File: src/rtl/gda_pkg.sv
// Shared constants, types and calendar tables for the Gregorian date arithmetic core.
`timescale 1ns / 1ps

package gda_pkg;

  localparam int MAX_YEAR    = 9999;
  localparam int OFFSET_BITS = 23;

  localparam int YEAR_W  = 14;
  localparam int MONTH_W = 4;
  localparam int DAY_W   = 5;
  localparam int DIFF_W  = 22;
  localparam int DIFF_MAX = 4194303;

  // year shifted by 400 and by the March-based month order
  localparam int YY_W  = YEAR_W + 1;
  // serial day number of any 14-bit input date
  localparam int SER_W = 23;
  localparam int S_W   = ((SER_W > OFFSET_BITS) ? SER_W : OFFSET_BITS) + 2;

  // reciprocal constants: exact over the operand ranges used here
  localparam int DIV100_M   = 5243;
  localparam int DIV100_SH  = 19;
  localparam int ERA_DAYS   = 146097;
  localparam int ERA_M_W    = 24;
  localparam longint ERA_M  = 64'd15051803;
  localparam int ERA_SH     = 41;
  localparam int CENT_DAYS  = 36524;
  localparam int DIV1460_M  = 183860;
  localparam int DIV1460_SH = 28;
  localparam int DIV365_M   = 183860;
  localparam int DIV365_SH  = 26;
  localparam int RECIP_W    = 18;

  localparam int LO_YY  = 400;
  localparam int HI_YY  = MAX_YEAR + 400;
  localparam int SER_LO = LO_YY * 365 + LO_YY / 4 - LO_YY / 100 + LO_YY / 400 + 306;
  localparam int SER_HI = HI_YY * 365 + HI_YY / 4 - HI_YY / 100 + HI_YY / 400 + 275 + 30;

  localparam int Z_W    = $clog2(SER_HI + 1);
  localparam int ERA_W  = $clog2(SER_HI / ERA_DAYS + 1) + 1;
  localparam int DOE_W  = 18;
  localparam int YOE_W  = 9;
  localparam int DOY_W  = 9;
  localparam int MP_W   = 4;
  localparam int YC_W   = $clog2(MAX_YEAR + 802) + 1;

  typedef enum logic [1:0] {
    MODE_ADD  = 2'd0,
    MODE_SUB  = 2'd1,
    MODE_DIFF = 2'd2,
    MODE_CMP  = 2'd3
  } mode_t;

  typedef struct packed {
    logic              va;
    logic              lt;
    logic              eq;
    logic              go;
    logic              rerr;
    logic [DIFF_W-1:0] diff;
  } side_t;

  function automatic logic [DAY_W-1:0] month_len(input logic [MONTH_W-1:0] m, input logic leap);
    logic [DAY_W-1:0] len;
    unique case (m) inside
      4'd1, 4'd3, 4'd5, 4'd7, 4'd8, 4'd10, 4'd12: len = 5'd31;
      4'd4, 4'd6, 4'd9, 4'd11:                    len = 5'd30;
      4'd2:                                       len = leap ? 5'd29 : 5'd28;
      default:                                    len = 5'd0;
    endcase
    return len;
  endfunction

  // days from 1 March to the first of the month
  function automatic logic [DOY_W-1:0] month_term(input logic [MONTH_W-1:0] m);
    logic [DOY_W-1:0] t;
    unique case (m)
      4'd3:    t = 9'd0;
      4'd4:    t = 9'd31;
      4'd5:    t = 9'd61;
      4'd6:    t = 9'd92;
      4'd7:    t = 9'd122;
      4'd8:    t = 9'd153;
      4'd9:    t = 9'd184;
      4'd10:   t = 9'd214;
      4'd11:   t = 9'd245;
      4'd12:   t = 9'd275;
      4'd1:    t = 9'd306;
      4'd2:    t = 9'd337;
      default: t = 9'd0;
    endcase
    return t;
  endfunction

  // same table indexed by March-based month number
  function automatic logic [DOY_W-1:0] month_start(input logic [MP_W-1:0] mp);
    logic [DOY_W-1:0] t;
    unique case (mp)
      4'd0:    t = 9'd0;
      4'd1:    t = 9'd31;
      4'd2:    t = 9'd61;
      4'd3:    t = 9'd92;
      4'd4:    t = 9'd122;
      4'd5:    t = 9'd153;
      4'd6:    t = 9'd184;
      4'd7:    t = 9'd214;
      4'd8:    t = 9'd245;
      4'd9:    t = 9'd275;
      4'd10:   t = 9'd306;
      4'd11:   t = 9'd337;
      default: t = 9'd0;
    endcase
    return t;
  endfunction

endpackage

File: src/rtl/gregorian_date_arithmetic_core.sv
// Top level of the Gregorian date arithmetic core: thirteen-stage date pipeline.
`timescale 1ns / 1ps

// Gregorian date unit. A transfer is taken at every rising edge with start high (busy is
// tied low: the pipeline takes one transfer per clock, every clock). Its result sits on the
// result ports for one cycle with done high; the receiver cannot stall and must take it then.
// Results leave in the order the transfers arrived. Five stages turn both dates into
// serial day numbers, apply the offset and check the range, and eight stages turn the
// serial number back into a date through fixed reciprocal multipliers (era, four-year
// cycle, year of era) and compare chains (century, month). Modes: add, subtract,
// absolute difference (saturating at 4194303) and compare only. The comparison flags are
// taken on the raw fields in every mode; an illegal date A, an out-of-range result or a
// mode other than add and subtract zeroes the date fields.
module gregorian_date_arithmetic_core (
  input  logic                                       clk,
  input  logic                                       rst,
  input  logic                                       start,
  output logic                                       busy,
  input  logic [1:0]                                 mode,
  input  logic [gda_pkg::YEAR_W-1:0]                 year_a,
  input  logic [gda_pkg::MONTH_W-1:0]                month_a,
  input  logic [gda_pkg::DAY_W-1:0]                  day_a,
  input  logic [gda_pkg::YEAR_W-1:0]                 year_b,
  input  logic [gda_pkg::MONTH_W-1:0]                month_b,
  input  logic [gda_pkg::DAY_W-1:0]                  day_b,
  input  logic signed [gda_pkg::OFFSET_BITS-1:0]     offset_days,
  output logic                                       done,
  output logic [gda_pkg::YEAR_W-1:0]                 out_year,
  output logic [gda_pkg::MONTH_W-1:0]                out_month,
  output logic [gda_pkg::DAY_W-1:0]                  out_day,
  output logic [gda_pkg::DIFF_W-1:0]                 day_difference,
  output logic                                       a_less_than_b,
  output logic                                       a_equals_b,
  output logic                                       input_valid,
  output logic                                       range_error
);

  localparam int YW   = gda_pkg::YEAR_W;
  localparam int YYW  = gda_pkg::YY_W;
  localparam int SW   = gda_pkg::SER_W;
  localparam int SSW  = gda_pkg::S_W;
  localparam int ZW   = gda_pkg::Z_W;
  localparam int EW   = gda_pkg::ERA_W;
  localparam int DEW  = gda_pkg::DOE_W;
  localparam int QP_W = YYW + 14;
  localparam int EP_W = ZW + gda_pkg::ERA_M_W;
  localparam int RP_W = DEW + gda_pkg::RECIP_W;
  localparam int D_STAGES = 8;
  localparam int LATENCY  = 13;

  // the pipeline never stalls
  assign busy = 1'b0;

  // ---------------------------------------------------------------- stage F1
  // Capture both dates, form the shifted year and start the divides by 100.
  logic [YW-1:0]                  in_y [2];
  logic [gda_pkg::MONTH_W-1:0]    in_m [2];
  logic [gda_pkg::DAY_W-1:0]      in_d [2];
  logic [YYW-1:0]                 yy_c [2];
  logic [QP_W-1:0]                pq_c [2];
  logic [QP_W-1:0]                pqq_c [2];

  logic                           f1_vld;
  logic [1:0]                     f1_mode;
  logic                           f1_lt, f1_eq;
  logic signed [SSW-1:0]          f1_off;
  logic [YW-1:0]                  f1_y [2];
  logic [YW-1:0]                  f1_q [2];
  logic [YYW-1:0]                 f1_yy [2];
  logic [YYW-1:0]                 f1_qq [2];
  logic [gda_pkg::MONTH_W-1:0]    f1_m [2];
  logic [gda_pkg::DAY_W-1:0]      f1_d [2];

  always_comb begin
    in_y[0] = year_a;  in_m[0] = month_a;  in_d[0] = day_a;
    in_y[1] = year_b;  in_m[1] = month_b;  in_d[1] = day_b;
    for (int k = 0; k < 2; k++) begin
      yy_c[k]  = YYW'(in_y[k]) + YYW'(400) - YYW'(in_m[k] <= 4'd2);
      pq_c[k]  = QP_W'(in_y[k]) * QP_W'(gda_pkg::DIV100_M);
      pqq_c[k] = QP_W'(yy_c[k]) * QP_W'(gda_pkg::DIV100_M);
    end
  end

  always_ff @(posedge clk) begin
    f1_mode <= mode;
    f1_lt   <= (year_a < year_b) || (year_a == year_b && month_a < month_b) ||
               (year_a == year_b && month_a == month_b && day_a < day_b);
    f1_eq   <= (year_a == year_b) && (month_a == month_b) && (day_a == day_b);
    f1_off  <= SSW'(offset_days);
    for (int k = 0; k < 2; k++) begin
      f1_y[k]  <= in_y[k];
      f1_q[k]  <= YW'(pq_c[k] >> gda_pkg::DIV100_SH);
      f1_yy[k] <= yy_c[k];
      f1_qq[k] <= YYW'(pqq_c[k] >> gda_pkg::DIV100_SH);
      f1_m[k]  <= in_m[k];
      f1_d[k]  <= in_d[k];
    end
  end

  // ---------------------------------------------------------------- stage F2
  // Settle the leap rule and the legality of each date; multiply out the years.
  logic                           leap_c [2];
  logic                           c100_c [2];
  logic [gda_pkg::DAY_W-1:0]      len_c [2];

  logic                           f2_vld;
  logic [1:0]                     f2_mode;
  logic                           f2_lt, f2_eq;
  logic signed [SSW-1:0]          f2_off;
  logic                           f2_ok [2];
  logic [SW-1:0]                  f2_p [2];
  logic [YYW-1:0]                 f2_yy [2];
  logic [YYW-1:0]                 f2_qq [2];
  logic [gda_pkg::DOY_W-1:0]      f2_mt [2];
  logic [gda_pkg::DAY_W-1:0]      f2_d [2];

  always_comb begin
    for (int k = 0; k < 2; k++) begin
      c100_c[k] = (YW'(f1_q[k] * YW'(100)) == f1_y[k]);
      leap_c[k] = ((f1_y[k][1:0] == 2'd0) && !c100_c[k]) ||
                  (c100_c[k] && (f1_q[k][1:0] == 2'd0));
      len_c[k]  = gda_pkg::month_len(f1_m[k], leap_c[k]);
    end
  end

  always_ff @(posedge clk) begin
    f2_mode <= f1_mode;
    f2_lt   <= f1_lt;
    f2_eq   <= f1_eq;
    f2_off  <= f1_off;
    for (int k = 0; k < 2; k++) begin
      f2_ok[k] <= (f1_d[k] != '0) && (f1_d[k] <= len_c[k]);
      f2_p[k]  <= SW'(f1_yy[k]) * SW'(365);
      f2_yy[k] <= f1_yy[k];
      f2_qq[k] <= f1_qq[k];
      f2_mt[k] <= gda_pkg::month_term(f1_m[k]);
      f2_d[k]  <= f1_d[k];
    end
  end

  // ---------------------------------------------------------------- stage F3
  // Sum up the serial day numbers.
  logic                           f3_vld;
  logic [1:0]                     f3_mode;
  logic                           f3_lt, f3_eq;
  logic signed [SSW-1:0]          f3_off;
  logic                           f3_ok [2];
  logic [SW-1:0]                  f3_ser [2];

  always_ff @(posedge clk) begin
    f3_mode <= f2_mode;
    f3_lt   <= f2_lt;
    f3_eq   <= f2_eq;
    f3_off  <= f2_off;
    for (int k = 0; k < 2; k++) begin
      f3_ok[k]  <= f2_ok[k];
      f3_ser[k] <= f2_p[k] + SW'(f2_yy[k] >> 2) - SW'(f2_qq[k]) + SW'(f2_qq[k] >> 2)
                   + SW'(f2_mt[k]) + SW'(f2_d[k]) - SW'(1);
    end
  end

  // ---------------------------------------------------------------- stage F4
  // Apply the offset and take the raw difference.
  logic signed [SSW-1:0]          ser_a_s, ser_b_s;

  logic                           f4_vld;
  logic [1:0]                     f4_mode;
  logic                           f4_lt, f4_eq;
  logic                           f4_ok [2];
  logic signed [SSW-1:0]          f4_s, f4_t;

  assign ser_a_s = signed'(SSW'(f3_ser[0]));
  assign ser_b_s = signed'(SSW'(f3_ser[1]));

  always_ff @(posedge clk) begin
    f4_mode <= f3_mode;
    f4_lt   <= f3_lt;
    f4_eq   <= f3_eq;
    f4_ok   <= f3_ok;
    f4_s    <= (f3_mode == gda_pkg::MODE_ADD) ? ser_a_s + f3_off : ser_a_s - f3_off;
    f4_t    <= ser_a_s - ser_b_s;
  end

  // ---------------------------------------------------------------- stage F5
  // Range check, fold and saturate the difference, gather the flags.
  logic                           arith_c, rerr_c;
  logic signed [SSW-1:0]          tabs_c;
  gda_pkg::side_t                 side_c;

  logic [D_STAGES-1:0]            dvld;
  gda_pkg::side_t                 side_q [D_STAGES];
  logic [ZW-1:0]                  f5_z;

  always_comb begin
    arith_c = f4_ok[0] && ((f4_mode == gda_pkg::MODE_ADD) || (f4_mode == gda_pkg::MODE_SUB));
    rerr_c  = arith_c && ((f4_s < SSW'(gda_pkg::SER_LO)) || (f4_s > SSW'(gda_pkg::SER_HI)));
    tabs_c  = (f4_t < 0) ? -f4_t : f4_t;
    side_c.va   = f4_ok[0];
    side_c.lt   = f4_lt;
    side_c.eq   = f4_eq;
    side_c.go   = arith_c && !rerr_c;
    side_c.rerr = rerr_c;
    side_c.diff = '0;
    if (f4_ok[0] && f4_ok[1] && (f4_mode == gda_pkg::MODE_DIFF)) begin
      side_c.diff = (tabs_c > SSW'(gda_pkg::DIFF_MAX)) ? gda_pkg::DIFF_W'(gda_pkg::DIFF_MAX)
                                                       : gda_pkg::DIFF_W'(tabs_c);
    end
  end

  always_ff @(posedge clk) begin
    side_q[0] <= side_c;
    f5_z      <= ZW'(f4_s);
    for (int i = 1; i < D_STAGES; i++) begin
      side_q[i] <= side_q[i-1];
    end
  end

  // ---------------------------------------------------------------- stages D1..D7
  // Serial number back to a date: era, day of era, year of era, day of year, month.
  logic [EP_W-1:0]                era_p;
  logic [RP_W-1:0]                c1460_p, y365_p;
  logic [2:0]                     cent_c;
  logic [gda_pkg::MP_W-1:0]       mp_c;

  logic [ZW-1:0]                  d1_z;
  logic [EW-1:0]                  d1_era, d2_era, d3_era, d4_era, d5_era, d6_era, d7_era;
  logic [DEW-1:0]                 d2_doe, d3_doe, d4_num, d4_doe, d5_doe;
  logic [6:0]                     d3_c1460;
  logic [2:0]                     d3_cent;
  logic                           d3_last;
  logic [gda_pkg::YOE_W-1:0]      d5_yoe, d6_yoe, d7_yoe;
  logic [gda_pkg::DOY_W-1:0]      d6_doy, d7_doy;
  logic [gda_pkg::MP_W-1:0]       d7_mp;

  assign era_p   = EP_W'(f5_z) * EP_W'(gda_pkg::ERA_M);
  assign c1460_p = RP_W'(d2_doe) * RP_W'(gda_pkg::DIV1460_M);
  assign y365_p  = RP_W'(d4_num) * RP_W'(gda_pkg::DIV365_M);

  always_comb begin
    cent_c = '0;
    for (int k = 1; k <= 4; k++) begin
      cent_c = cent_c + 3'(d2_doe >= DEW'(gda_pkg::CENT_DAYS * k));
    end
    mp_c = '0;
    for (int k = 1; k < 12; k++) begin
      mp_c = mp_c + gda_pkg::MP_W'(d6_doy >= gda_pkg::month_start(gda_pkg::MP_W'(k)));
    end
  end

  always_ff @(posedge clk) begin
    // D1: era by reciprocal
    d1_z     <= f5_z;
    d1_era   <= EW'(era_p >> gda_pkg::ERA_SH);
    // D2: day of era
    d2_era   <= d1_era;
    d2_doe   <= DEW'(d1_z - ZW'(d1_era) * ZW'(gda_pkg::ERA_DAYS));
    // D3: leap-day corrections
    d3_era   <= d2_era;
    d3_doe   <= d2_doe;
    d3_c1460 <= 7'(c1460_p >> gda_pkg::DIV1460_SH);
    d3_cent  <= cent_c;
    d3_last  <= (d2_doe == DEW'(gda_pkg::ERA_DAYS - 1));
    // D4: corrected day count
    d4_era   <= d3_era;
    d4_doe   <= d3_doe;
    d4_num   <= d3_doe - DEW'(d3_c1460) + DEW'(d3_cent) - DEW'(d3_last);
    // D5: year of era
    d5_era   <= d4_era;
    d5_doe   <= d4_doe;
    d5_yoe   <= gda_pkg::YOE_W'(y365_p >> gda_pkg::DIV365_SH);
    // D6: day of the March-based year
    d6_era   <= d5_era;
    d6_yoe   <= d5_yoe;
    d6_doy   <= gda_pkg::DOY_W'(d5_doe - (DEW'(d5_yoe) * DEW'(365) + DEW'(d5_yoe >> 2)
                - DEW'(d5_yoe >= 9'd100) - DEW'(d5_yoe >= 9'd200) - DEW'(d5_yoe >= 9'd300)));
    // D7: March-based month
    d7_era   <= d6_era;
    d7_yoe   <= d6_yoe;
    d7_doy   <= d6_doy;
    d7_mp    <= mp_c;
  end

  // ---------------------------------------------------------------- output stage
  // Finish day, month and year; zero the date on error or outside the add modes.
  localparam int YC_W_L = gda_pkg::YC_W;
  logic [gda_pkg::MONTH_W-1:0]    mo_c;
  logic [YC_W_L-1:0]              yr_c;

  assign mo_c = (d7_mp < 4'd10) ? d7_mp + 4'd3 : d7_mp - 4'd9;
  assign yr_c = YC_W_L'(d7_yoe) + YC_W_L'(d7_era) * YC_W_L'(400) + YC_W_L'(mo_c <= 4'd2)
                - YC_W_L'(400);

  always_ff @(posedge clk) begin
    if (side_q[D_STAGES-1].go) begin
      out_year  <= YW'(yr_c);
      out_month <= mo_c;
      out_day   <= gda_pkg::DAY_W'(d7_doy - gda_pkg::month_start(d7_mp) + 9'd1);
    end else begin
      out_year  <= '0;
      out_month <= '0;
      out_day   <= '0;
    end
    day_difference <= side_q[D_STAGES-1].diff;
    a_less_than_b  <= side_q[D_STAGES-1].lt;
    a_equals_b     <= side_q[D_STAGES-1].eq;
    input_valid    <= side_q[D_STAGES-1].va;
    range_error    <= side_q[D_STAGES-1].rerr;
  end

  // ---------------------------------------------------------------- valid line
  // Advance the valid bits with the data; reset drops every item in flight.
  always_ff @(posedge clk) begin
    if (rst) begin
      f1_vld <= 1'b0;
      f2_vld <= 1'b0;
      f3_vld <= 1'b0;
      f4_vld <= 1'b0;
      dvld   <= '0;
      done   <= 1'b0;
    end else begin
      f1_vld <= start && !busy;
      f2_vld <= f1_vld;
      f3_vld <= f2_vld;
      f4_vld <= f3_vld;
      dvld   <= {dvld[D_STAGES-2:0], f4_vld};
      done   <= dvld[D_STAGES-1];
    end
  end

  // ---------------------------------------------------------------- assertions
  a_latency: assert property (@(posedge clk) disable iff (rst) start |-> ##LATENCY done)
    else $error("accepted transfer did not complete after the pipeline latency");
  a_rerr_needs_valid: assert property (@(posedge clk) done && range_error |-> input_valid)
    else $error("range error raised for an illegal date");
  a_rerr_zero: assert property (@(posedge clk)
    done && range_error |-> out_year == '0 && out_month == '0 && out_day == '0)
    else $error("date fields not cleared on range error");
  a_date_xor_diff: assert property (@(posedge clk)
    done && out_month != '0 |-> day_difference == '0 && out_day != '0 && !range_error)
    else $error("date result mixed with difference or error");

endmodule

File: config.mk
export PLATFORM = sky130hd
export DESIGN_NAME = gregorian_date_arithmetic_core
export DESIGN_NICKNAME = d
export VERILOG_FILES = /design/src/rtl/gda_pkg.sv /design/src/rtl/gregorian_date_arithmetic_core.sv
export SDC_FILE = /design/constraint.sdc
export NUM_CORES = 2
export LEC_CHECK = 0
export BUFFER_PORTS_ARGS = -buffer_cell sky130_fd_sc_hd__buf_2
export CAP_MARGIN = 10
export CORE_MARGIN = 2
export CORE_UTILIZATION = 45
export DETAILED_ROUTE_END_ITERATION = 6
export GPL_TIMING_DRIVEN = 0
export HOLD_SLACK_MARGIN = 0.05
export PLACE_DENSITY_LB_ADDON = 0.25
export SYNTH_ARGS = -nofsm -noshare
export SYNTH_HDL_FRONTEND = slang
export SYNTH_SLANG_ARGS = --single-unit
File: constraint.sdc
create_clock -name clk -period 15.2 [get_ports clk]
set_input_delay 0.76 -clock clk [delete_from_list [all_inputs] [get_ports clk]]
set_output_delay 0.76 -clock clk [all_outputs]
set_load 0.02 [all_outputs]
# Word-level counts from Yosys, hierarchy flattened

Memory sizes are Yosys's and may differ from the RTL's. A register that Yosys moved wholly into a read port is not among the register bits.
Cells that the tools add are included.

Register bits after elaboration: 401
Bits in writable memories: 508
ROM bits: 432
Input bits: 74
Logic and storage cells: 245
Memories kept: 17

Memories:

| name             | words | bits a word | read ports | clocked after memory_dff | wr ports | line                                  | RTL |
|---|---|---|---|---|---|---|---|
| side_q           | 8     | 27          | 8          | 0                        | 8        | gregorian_date_arithmetic_core.sv:191 | `gda_pkg::side_t side_q [D_STAGES];` |
| (no name shown)  | 16    | 9           | 1          | 1                        | 0        | gda_pkg.sv:99                         | `unique case (mp)` |
| (no name shown)  | 16    | 9           | 1          | 0                        | 0        | gda_pkg.sv:78                         | `unique case (m)` |
| (no name shown)  | 16    | 9           | 1          | 0                        | 0        | gda_pkg.sv:78                         |  |
| f2_p             | 2     | 23          | 2          | 0                        | 2        | gregorian_date_arithmetic_core.sv:111 | `logic [SW-1:0] f2_p [2];` |
| f3_ser           | 2     | 23          | 2          | 0                        | 2        | gregorian_date_arithmetic_core.sv:148 | `logic [SW-1:0] f3_ser [2];` |
| 11 more memories | n/a   | n/a         | n/a        | n/a                      | n/a      | n/a                                   |  |

$add $sub $neg: 49
$mul: 14
Order comparisons: 31
Equal/unequal tests: 32
Multiplexer cells: 10
Reductions and logical operators: 36

Operators by type and width:

| kind                                                                    | number |
|---|---|
| 23-bit by 13-bit adder with 23-bit output                               | 4 |
| 18-bit by 16-bit multiplier with 33-bit output, second input constant   | 2 |
| 15-bit by 13-bit multiplier with 28-bit output, second input constant   | 2 |
| 14-bit by 13-bit multiplier with 27-bit output, second input constant   | 2 |
| 25-bit by 23-bit > comparator with 1-bit output, second input constant  | 2 |
| 25-bit two-way mux                                                      | 2 |
| 23-bit by 5-bit adder with 23-bit output                                | 2 |
| 23-bit by 9-bit adder with 23-bit output                                | 2 |
| 15-bit by 9-bit multiplier with 23-bit output, second input constant    | 2 |
| 22-bit by 24-bit multiplier with 46-bit output, second input constant   | 1 |
| 23-bit by 1-bit subtractor with 23-bit output, second input constant    | 2 |
| 23-bit by 15-bit subtractor with 23-bit output                          | 2 |
| 9-bit by 8-bit >= comparator with 1-bit output, second input constant   | 5 |
| 22-bit two-way mux                                                      | 2 |
| 14-bit equality test                                                    | 3 |
| 4-bit equality test, second input constant                              | 10 |
| 18-bit by 17-bit >= comparator with 1-bit output, second input constant | 2 |
| 9-bit >= comparator, second input constant                              | 4 |
| 4-bit by 3-bit equality test with 1-bit output, second input constant   | 8 |
| 14-bit by 9-bit adder with 15-bit output, second input constant         | 2 |
| 5-bit case mux with 3 select lines                                      | 2 |
| 15-bit by 1-bit subtractor with 15-bit output                           | 2 |
| 4-bit by 1-bit adder with 4-bit output                                  | 7 |
| 14-bit by 5-bit multiplier with 12-bit output, second input constant    | 2 |
| 55 further kinds                                                        | 98 |

# Longest topological paths before layout

Depth after elaboration: 11
Depth in mapped cells: 35
Mapped depth without buffers: 35

# Least setup slack after synthesis

No wires, ideal clock.

Path type: input to register
Start point: input port month_b[0] in the netlist's numbering
End point: memory f1_qq[0][17] in the netlist's numbering
Library setup time: 0.120 ns
Arrival time: 8.127 ns
Data required time: 15.080 ns
Slack: 6.952 ns
Cell stages on the path: 34
Buffers on the path: 0
Cell sequence: a211oi_1 -> ha_1 -> inv_1 -> ha_1 -> inv_1 -> fa_1 -> nor2b_1 -> o21ai_0 -> nand2b_1 -> a211o_1 -> a211o_1 -> a211o_1 -> a21o_1 -> a21o_1 -> xnor2_1 -> inv_1 -> fa_1 -> inv_1 -> ha_1 -> fa_1 -> fa_1 -> inv_1 -> fa_1 -> inv_1 -> ha_1 -> a21o_1 -> a21o_1 -> a21oi_1 -> nor3b_1 -> a211oi_1 -> o31a_1 -> o21ai_0 -> nand2b_1 -> xnor2_1

RTL lines:

| element     | line                                 | RTL |
|---|---|---|
| from (decl) | gregorian_date_arithmetic_core.sv:24 | `input logic [gda_pkg::MONTH_W-1:0] month_b,` |
| to (decl)   | gregorian_date_arithmetic_core.sv:70 | `logic [YYW-1:0] f1_qq [2];` |

==> results.json <==
{
  "slowest_delay_ps": 830,
  "top_usage_layer": "met2",
  "clock_skew_ps": 56.51,
  "fmax_ghz": 0.1145,
  "hold_violations": 0,
  "setup_viol": 0,
  "synth-async-reset-ratio_pct": 0,
  "globalRouteMet1Util_pct": 23.71,
  "vias": 44060,
  "syn2layout_area_growth_pct": 9.237,
  "ys_ff_latch": 900,
  "io_pins": 125,
  "final_min_period_over_clock_period_pct": 57.46,
  "start_util_pct": 45.23,
  "viasPerCell": 4.787,
  "syn_area_per_cell_um2": 10.75,
  "grtUsageMet2_pct": 31.30,
  "min_path_type": "primary input to flip-flop",
  "fin_setup_tns_ps": 0,
  "htree_num_levels": 3,
  "synth_cell_types": 75,
  "rsz0062_at_grt": "false",
  "clkTransAtPathRegs_ps": 60,
  "synth_fp_nets": 9205,
  "yosys_most_used_dff": "dfxtp_1",
  "dieWidth_um": 405.3,
  "grt_util_met3_pct": 2.769,
  "nets": 9426,
  "portBuffers": 123,
  "clk_latency_ps": 710,
  "mostFrequentLayoutCell": "inv_1",
  "clock_sinks": 900,
  "cp_common_cell": "inv_1",
  "drt-total-wl_mm": 141.8,
  "dieArea_um2": 164300,
  "path_class": "primary input to flip-flop",
  "cts-resized-gates": 0,
  "grt_pass1_vias": 47360,
  "drive_gt1_share_pct": 4.969,
  "maxCapViolCount": 0,
  "antenna_found_initial": 0,
  "critical_path.max_fanout": 8,
  "final_cell_mix": "inv_1, ha_1, dfxtp_1, fa_1, xnor2_1",
  "clockBufferDepth": 3,
  "fin_crit_ps": 8733,
  "grt_use_total_pct": 18.13,
  "numCtsBuffers": 95,
  "slew_viol_final": 0,
  "core_um2": 160200,
  "cts_hold_buf": 0,
  "yosysWarningCount": 0,
  "drt_iter0_drc": 1707,
  "worst_pin_slew_ps": 1173,
  "relSlewSlack_pct": 21.22,
  "grt_max_degree": 17,
  "avgRoutedWirePerCell_um": 15.40,
  "fillerInstances": 14600,
  "dr.pass1.iters": 5,
  "arrival_ps": 9280,
  "crit_required_ps": 15750,
  "synth_cells": 6741,
  "tritoncts": "yes",
  "gp_congestion": 0.8776,
  "crit_path_start_kind": "primary input",
  "hpwl_mm": 120.4,
  "num_rows": 147,
  "drcViolationCount": 0,
  "cpMaxStageDelayCell": "xnor2_1",
  "ant_nets": 0,
  "netlist_area_um2": 72470,
  "grt_pass1_wl_mm": 238.0,
  "grt_overflow": 0,
  "cts-root-buf": "clkbuf_16",
  "die_y_um": 405.3,
  "r2r_setup_slack_ps": 7990,
  "status": "completed",
  "synth-edff-count": 0,
  "yosysSeqAreaShare_pct": 24.86,
  "post_cts_buffers": 0,
  "cp-end-kind": "flip-flop"
}
==> synthesized netlist by cell type (10+ instances only) <==
master     number  share of area [%]
a2111oi_0      10               0.12
a211o_1        10               0.12
a211oi_1       24               0.25
a21o_1         87               0.90
a21oi_1       204                1.4
a21oi_2        21               0.25
a31oi_1        17               0.15
and2_1         28               0.24
and3_1         16               0.14
clkbuf_1       19              0.098
dfxtp_1       900                 25
fa_1          898                 25
ha_1         1492                 26
inv_1        1696                8.8
nand2_1       112               0.58
nand2b_1       31               0.27
nand3_1        53               0.37
nand4_1        35               0.30
nor2_1        175               0.91
nor2b_1        66               0.57
nor3_1         57               0.39
nor4_1         12               0.10
o211ai_1       19               0.20
o21a_1         47               0.49
o21ai_0       112               0.77
o21bai_1       35               0.36
o22ai_1        10              0.086
o31a_1         11               0.13
o31ai_1        17               0.18
o41ai_1        11               0.13
or3_1          22               0.19
xnor2_1       262                3.2
xor2_1         93                1.1
==> path summary, 6_finish.rpt <==
kind	startpoint	to	cells past startpoint
worst max-delay path	month_b[0]	f1_qq[0][17]	35
worst min-delay path	offset_days[22]	f1_off[22]	1
worst max register to register	f5_z[14]	d1_era[4]	24
worst min register to register	side_q[0][74]	side_q[0][101]	0
==> per-layer routing <==
metal	up-vias	wire, um
li1	21870	-
met1	21430	65140
met2	580	67990
met3	190	5022
met4	0	3602
met5	-	0
==> per-stage QoR <==
step,cell area (um^2),hold WS (ps),setup WS (ps),cells,utilization (%)
after floorplan,72470,309.6,6952,6741,-
after global placement,75780,310.2,5868,9024,47.31
after detailed placement,75780,312.1,5765,9024,47.31
after CTS,79150,73.35,6482,9202,49.41
after global routing,79160,91.58,6048,9203,49.41
final,79160,145.8,6467,9204,49.41
==> logic make-up after synthesis <==
| group | Yosys count | share of synthesized area [%] |
|---|---|---|
| and+or+nand+nor | 645 | 4.491 |
| DFF | 900 | 24.86 |
| adders and majority gates | 2390 | 50.57 |
| AOI/OAI and AO/OA | 719 | 6.606 |
| xor gates and xnor gates | 355 | 4.291 |
| other | 1 | 0.005175 |
| muxes | 9 | 0.1951 |
| buffers and inverters | 1722 | 8.980 |
==> layout make-up <==
cell class                      instances  area [um^2]  share of cell area [%]
Sequential cell                       900        18020                   22.76
Multi-Input combinational cell       4119        47940                   60.56
Inverter                             1696         6366                   8.042
Clock buffer                          114         2590                   3.272
Timing Repair Buffer                  124        623.1                  0.7871
Buffer                                 26        141.4                  0.1786
Antenna cell                            1        2.502                0.003161
Tap cell                             2160         2703                   3.414
Clock inverter                         64        775.7                  0.9800
==> critical path: cells and delay by family <==
| kind | cells | cell delay, ps |
|---|---|---|
| compound gates | 13 | 3130 |
| xor+xnor | 2 | 950 |
| fa+ha+maj | 9 | 3290 |
| buf+inv | 7 | 610 |
| simple gates | 4 | 560 |
==> flip-flops by register name (all words and copies together), names as in the netlist, 22 cells and up, named ones only <==
signal	count
side_q	216
f2_p	46
f3_ser	46
f1_yy	30
f1_y	28
f2_yy	26
f4_s	25
f4_t	24
f1_off	23
f2_off	23
f3_off	23
day_difference	22
f5_z	22
Power is not shown: default switching activity piles up to over one toggle a cycle in this logic, so the estimate is an artifact.
